--- src/hw/rtl/sve_pkg.sv ---
package sve_pkg;

  localparam int GRID_SIDE_DEF    = 64;
  localparam int BISECT_STEPS_DEF = 10;
  localparam int FRAC             = 11;
  localparam int COORD_W          = 6;
  localparam int POS_W            = COORD_W + FRAC;
  localparam int TRANS_W          = 21;
  localparam int INV_W            = 20;
  localparam int CFG_IDX_W        = 4;
  localparam int CFG_DATA_W       = 21;

  typedef logic [COORD_W-1:0]        coord_t;
  typedef logic [POS_W-1:0]          pos_t;
  typedef logic signed [TRANS_W-1:0] trans_t;
  typedef logic [INV_W-1:0]          inv_t;

  // item opcodes
  localparam logic OP_PROCESS = 1'b0;
  localparam logic OP_READ    = 1'b1;

  // configuration register indexes
  typedef enum logic [CFG_IDX_W-1:0] {
    CFG_SHAPE_ID    = 4'd0,
    CFG_FILL_MODE   = 4'd1,
    CFG_TRANS_X     = 4'd2,
    CFG_TRANS_Y     = 4'd3,
    CFG_TRANS_Z     = 4'd4,
    CFG_INV_SCALE_X = 4'd5,
    CFG_INV_SCALE_Y = 4'd6,
    CFG_INV_SCALE_Z = 4'd7
  } cfg_idx_t;

  typedef struct packed {
    logic   operation;
    coord_t cell_x;
    coord_t cell_y;
    coord_t cell_z;
  } in_t;

  typedef struct packed {
    logic       solid;
    logic [3:0] owner;
    logic [7:0] edge_x;
    logic [7:0] edge_y;
    logic [7:0] edge_z;
  } out_t;

  // one voxel store entry, edges[0] is the x edge
  typedef struct packed {
    logic            solid;
    logic [3:0]      owner;
    logic [2:0][7:0] edges;
  } cell_t;

endpackage

--- src/hw/rtl/sve_eval.sv ---
module sve_eval (
  input  logic                      clk,
  input  logic                      rst_n,
  input  logic                      start,
  input  sve_pkg::pos_t   [2:0]     pos,
  input  sve_pkg::trans_t [2:0]     trans,
  input  sve_pkg::inv_t   [2:0]     inv_scale,
  output logic                      done,
  output logic                      hit
);
  import sve_pkg::*;

  localparam int DIFF_W = TRANS_W + 1;
  localparam int PROD_W = DIFF_W + INV_W + 1;
  localparam int MAG_W  = 27;
  localparam int SQ_W   = 2 * MAG_W;
  localparam int ACC_W  = SQ_W + 2;

  logic [1:0]               ax_r;
  logic                     iss_r;
  logic                     v1_r, l1_r;
  logic signed [PROD_W-1:0] prod_r;
  logic                     v2_r, l2_r, big2_r;
  logic [SQ_W-1:0]          sq_r;
  logic [ACC_W-1:0]         acc_r;
  logic                     ovf_r;
  logic                     done_r, inside_r;

  logic signed [DIFF_W-1:0] diff;
  logic signed [PROD_W-1:0] prod;
  logic [PROD_W-1:0]        mag;
  logic [ACC_W-1:0]         acc_sum;

  // one axis per cycle: difference times inverse scale
  always_comb begin
    diff = $signed({{(DIFF_W-POS_W){1'b0}}, pos[ax_r]})
         - $signed({trans[ax_r][TRANS_W-1], trans[ax_r]});
    prod = PROD_W'(diff) * $signed({{(PROD_W-INV_W){1'b0}}, inv_scale[ax_r]});
  end

  assign mag     = prod_r[PROD_W-1] ? PROD_W'(-prod_r) : PROD_W'(prod_r);
  assign acc_sum = acc_r + ACC_W'(sq_r);

  always_ff @(posedge clk) begin
    if (!rst_n) begin
      iss_r  <= 1'b0;
      ax_r   <= '0;
      v1_r   <= 1'b0;
      v2_r   <= 1'b0;
      done_r <= 1'b0;
    end else begin
      // axis issue
      if (start) begin
        iss_r <= 1'b1;
        ax_r  <= '0;
      end else if (iss_r) begin
        iss_r <= (ax_r != 2'd2);
        ax_r  <= ax_r + 2'd1;
      end
      v1_r   <= iss_r;
      v2_r   <= v1_r;
      done_r <= v2_r && l2_r;
    end
  end

  // payload stages
  always_ff @(posedge clk) begin
    l1_r   <= (ax_r == 2'd2);
    prod_r <= prod;
    l2_r   <= l1_r;
    big2_r <= |mag[PROD_W-1:MAG_W];
    sq_r   <= mag[MAG_W-1:0] * mag[MAG_W-1:0];
    if (start) begin
      acc_r <= '0;
      ovf_r <= 1'b0;
    end else if (v2_r) begin
      acc_r <= acc_sum;
      ovf_r <= ovf_r | big2_r;
      if (l2_r) begin
        inside_r <= !(ovf_r || big2_r) && (acc_sum < (ACC_W'(1) << SQ_W));
      end
    end
  end

  assign done = done_r;
  assign hit  = inside_r;

endmodule

--- config.mk ---
export PLATFORM = sky130hd
export DESIGN_NAME = sve_eval
export DESIGN_NICKNAME = d
export VERILOG_FILES = /design/src/hw/rtl/sve_pkg.sv /design/src/hw/rtl/sve_eval.sv
export SDC_FILE = /design/constraint.sdc
export NUM_CORES = 2
export LEC_CHECK = 0
export CAP_MARGIN = 20
export CORE_UTILIZATION = 58
export CTS_CLUSTER_SIZE = 12
export DETAILED_ROUTE_END_ITERATION = 10
export DONT_BUFFER_PORTS = 1
export GPL_TIMING_DRIVEN = 0
export MAX_ROUTING_LAYER = met4
export PLACE_DENSITY = 0.82
export SYNTH_ARGS = -nofsm -noshare
export SYNTH_HDL_FRONTEND = slang
export SYNTH_SLANG_ARGS = --single-unit
--- constraint.sdc ---
create_clock -name clk -period 30.8 [get_ports clk]
set_input_delay 7.7 -clock clk [delete_from_list [all_inputs] [get_ports clk]]
set_output_delay 7.7 -clock clk [all_outputs]
set_load 0.02 [all_outputs]
# After elaboration in Yosys (flattened, before gate mapping)
# Index checks and enable logic that the tools add are counted.
# word_totals
register_bits	164
input_bits	177
output_inout_bits	2
elab_cells	42
# op_classes
add_sub_neg	4
mul	2
magnitude_cmp	2
eq_ne	2
muxes	9
n_bitwise	3
n_reduce_logical	7
# op_table
cell	count
56-bit by 54-bit adder with 56-bit output	1
56-bit by 55-bit < comparator with 1-bit output, second input constant	1
27-bit by 27-bit multiplier with 54-bit output	1
22-bit by 21-bit multiplier with 43-bit output	1
43-bit two-way mux	1
43-bit negator	1
21-bit binary-select mux with 2-bit select	1
20-bit binary-select mux with 2-bit select	1
17-bit binary-select mux with 2-bit select	1
18-bit by 21-bit subtractor with 22-bit output	1
21-bit two-way mux	1
20-bit two-way mux	1
17-bit two-way mux	1
16-bit OR reduction	1
2-bit by 3-bit < comparator with 1-bit output, second input constant	1
3-bit AND reduction	1
2-bit by 1-bit adder with 2-bit output, second input constant	1
2-bit equality test, second input constant	1
1-bit logical AND	2
1-bit two-way mux	2
2-bit != test, second input constant	1
1-bit inverter	2
2-bit OR reduction	1
1-bit zero test	1
other kinds (2)	2

# Depth between registers and ports, before layout
# logic_depth
depth_word	4
depth_mapped	43
ltp_nobuf	38

# Least setup slack after synthesis
# No wires, ideal clock.
# synth_path
path_type	input to register
start	input port pos[18] (netlist bit)
end	register prod_r[40]
setup_time_ns	0.064
t_arrival_ns	16.731
setup_slack_ns	14.005
stages	37
path_cell_list	mux2i_1 -> nor2_1 -> a21oi_1 -> inv_1 -> ha_1 -> nor2b_1 -> o21ai_0 -> a21boi_0 -> o41ai_1 -> o22ai_1 -> a311oi_1 -> o21ai_0 -> a21oi_1 -> clkbuf_1 -> clkbuf_1 -> nand2_1 -> inv_1 -> fa_1 -> fa_1 -> inv_1 -> fa_1 -> inv_1 -> fa_1 -> fa_1 -> fa_1 -> fa_1 -> ha_1 -> nand3_1 -> nor2_1 -> and2_1 -> a22o_1 -> o31ai_1 -> a21oi_1 -> o41ai_1 -> o31ai_1 -> or4_1 -> nand4_1
# synth_between
elab_chain_cells	4
# synth_rtl
element	line	source
start, declared	sve_eval.sv:5	input sve_pkg::pos_t [2:0] pos,
17-bit binary-select mux with 2-bit select	sve_eval.sv:36	diff = $signed({{(DIFF_W-POS_W){1'b0}}, pos[ax_r]})
17-bit two-way mux (implied by the code)	sve_eval.sv:36	
18-bit by 21-bit subtractor with 22-bit output	sve_eval.sv:37	- $signed({trans[ax_r][TRANS_W-1], trans[ax_r]});
22-bit by 21-bit multiplier with 43-bit output	sve_eval.sv:38	prod = PROD_W'(diff) * $signed({{(PROD_W-INV_W){1'b0}}, inv_scale[ax_r]});
named net prod[40]	sve_eval.sv:30	logic signed [PROD_W-1:0] prod;
end signal, assigned	sve_eval.sv:69	prod_r <= prod;
end, declared	sve_eval.sv:22	logic signed [PROD_W-1:0] prod_r;
# The timed path passes the listed nets, and every way through them passes these cells. The select of a mux whose other input is x is not followed.
# A chain may end at the register's enable or synchronous reset.

# Worst setup path after layout
# layout_path
start	input port pos[18] (netlist bit)
end	register prod_r[42]
# The elaborated chain is that of the path after synthesis.

==> results_dict.tcl <==
set metrics [dict create \
    fin_skew_ns 0.0110 \
    via_per_inst 5.78 \
    slew_violations 0 \
    antenna_found_initial 12 \
    cts_num_sinks 163 \
    dieArea_mm2 0.0808 \
    core_area_mm2 0.0789 \
    critPathArrivalTime_ns 19.07 \
    critPathMaxStageDelay_ns 0.91 \
    syn_avg_cell_area_um2 8.73 \
    post-dp-hpwl_um 117000 \
    whs_ns 0.333 \
    synthToLayoutAreaGrowth_pct 4.53 \
    grt_pass1_vias 39700 \
    fp.dieH_um 284 \
    wl_per_cell_um 21.5 \
    io_pins 179 \
    finalCritPeriodShare_pct 60.7 \
    tightestPinTransition_ns 1.27 \
    crit_required_ns 31.17 \
    grt_max_degree 20 \
    multi_input_area_mm2 0.0378 \
    async_flop_share_pct 0 \
    crit_type "input pin to flop" \
    min_period_ns 18.70 \
    path_clk_slew_ns 0.08 \
    ys_types 80 \
    fin_tns_setup_ns 0 \
    nFillCells 6853 \
    clkLatencyLatePin_ns 0.47 \
    netlist_area_mm2 0.0462 \
    finalSetupViolCount 0 \
    worst_path_max_delay_cell "xnor2_1" \
    worst_setup_path_end_kind "flop" \
    placed_area_mm2 0.0477 \
    die_x_um 284 \
    holdBufCountCts 0 \
    rsz0062_at_grt "false" \
    cts_root_buffer "clkbuf_16" \
    ys_seq_elements 163 \
    slew_headroom_pct 14.4 \
    cts-buffers-inserted 17 \
    syn_inst 5295 \
    syn_nets 6855 \
    drtIter0Drc 3246 \
    grt-ovfl-total 0 \
    drc 0 \
    port_buffers 0 \
    synth-edff-count 1 \
    grt_use_total_pct 36.1 \
    cts_resized 0 \
    drv_cap 0 \
    status "completed" \
    route.vias.total 37100 \
    synth_flop_cell "dfxtp_1" \
    seq_area_mm2 0.00327 \
    crit_fanout 10 \
    htree_levels 4 \
    cpMostUsedCell "fa_1" \
    yosys_warnings 0 \
    dr.pass1.iters 7 \
    wirelength_um 138000 \
    drtAntennaViolNets 0 \
    layout-drive-gt1-share_pct 1.67 \
    cts_tree "built" \
    cp-start-kind "input pin" \
    fp-row-count 103 \
    hold_violations 0 \
    seq_area_frac_synth_pct 7.08 \
    final_area_mm2 0.0483 \
    grt_pass1_wl_um 216000 \
    final_net_count 6891 \
    cts_setup_buffers 0 \
    clock_path_buffers 2 \
    place_congestion 1.07 \
    holdCritPathClass "flop to flop" \
    start_util_pct 58.6 \
    clock.fmax_mhz 53.5 \
]
[metal layers]
layer	routed length (um)	vias up	global-route usage, %
met5	0	-	-
met4	11800	0	25.0
met2	65500	1910	59.3
met1	48400	18300	40.0
met3	12000	569	6.44
li1	-	16300	-
[synth_stat cells, types with 7 or more instances]
library cell | count | area (um2)
a31oi_1 | 24 | 150
nand2b_1 | 41 | 257
buf_1 | 19 | 71.3
or3_1 | 18 | 113
nor3_1 | 36 | 180
a31o_2 | 7 | 61.3
and2_1 | 12 | 75.1
o21bai_1 | 20 | 150
xor2_1 | 68 | 596
o22ai_1 | 7 | 43.8
nor2_1 | 627 | 2350
nand3_1 | 40 | 200
a21oi_1 | 208 | 1040
o31ai_1 | 15 | 113
ha_1 | 386 | 4830
dfxtp_1 | 162 | 3240
nand4_1 | 33 | 206
nor2b_1 | 15 | 93.8
a21o_1 | 98 | 736
mux2i_1 | 95 | 951
o21ai_0 | 132 | 661
clkbuf_1 | 168 | 631
fa_1 | 997 | 20000
o21a_1 | 27 | 203
a211oi_1 | 29 | 218
nor4_1 | 9 | 56.3
clkinv_1 | 7 | 26.3
or2_2 | 16 | 100
xnor2_1 | 150 | 1310
o211ai_1 | 10 | 75.1
nand2_1 | 496 | 1860
o41ai_1 | 8 | 70.1
inv_1 | 1178 | 4420
and3_1 | 30 | 188
[critical path: cells and delay by family]
family,cells,cell delay [ns]
AND/OR/NAND/NOR,8,1.30
AO/OA/AOI/OAI,12,4.05
XOR/XNOR,1,0.91
adder cells (fa/ha/maj),9,4.18
buffers and inverters,4,0.75
multiplexers,1,0.16
[layout make-up]
cell class / count / share of cell area (%)
multi-input combinational: 3755 / 78.2
inverter: 1188 / 9.23
sequential: 163 / 6.77
tap: 1050 / 2.72
buffer: 189 / 1.47
clock buffer: 17 / 0.880
clock inverter: 15 / 0.375
timing repair buffer: 17 / 0.272
antenna: 11 / 0.0570
[through the flow]
stage / std cells / util (%) / setup slack, ns
2_1_floorplan: 5295 / - / 14.01
5_1_grt: 6405 / 61.3 / 11.51
3_3_place_gp: 6345 / 60.3 / 11.82
3_5_place_dp: 6358 / 60.4 / 11.70
4_1_cts: 6390 / 61.2 / 12.20
6_report: 6405 / 61.3 / 12.10
[cell families after synthesis]
group | synth area share (%)
buffers and inverters | 11.2
and+or+nand+nor | 13.0
muxes | 2.08
adders and majority gates | 53.7
AOI/OAI and AO/OA | 8.82
xor gates and xnor gates | 4.13
DFF | 7.08
[layout by cell type (no fill, tap or decap), drive strengths merged, types with 40 or more instances in the layout]
cell       n
nand2b    41
nor2     627
mux2i     95
nand3     40
dfxtp    162
a21o      98
inv     1189
xnor2    150
nand2    496
xor2      68
ha       386
o21ai    134
clkbuf   185
a21oi    208
fa       997
[flip-flops by register name, summed over array words and instances, names as in the netlist]
name    flops
acc_r      56
ax_r        2
big2_r      1
done        1
hit         1
iss_r       1
l1_r        1
l2_r        1
ovf_r       1
prod_r     43
sq_r       53
v1_r        1
v2_r        1
[final timing paths]
path	startpoint	to	slack (ns)	depth (start not counted)
setup / recovery	pos[18]	prod_r[42]	12.10	35
hold / removal	l1_r	l2_r	0.33	0
setup reg to reg	ax_r[0]	prod_r[42]	16.34	36
hold reg to reg	l1_r	l2_r	0.33	0
Power is not shown: default switching activity piles up to over one toggle a cycle in this logic, so the estimate is an artifact.
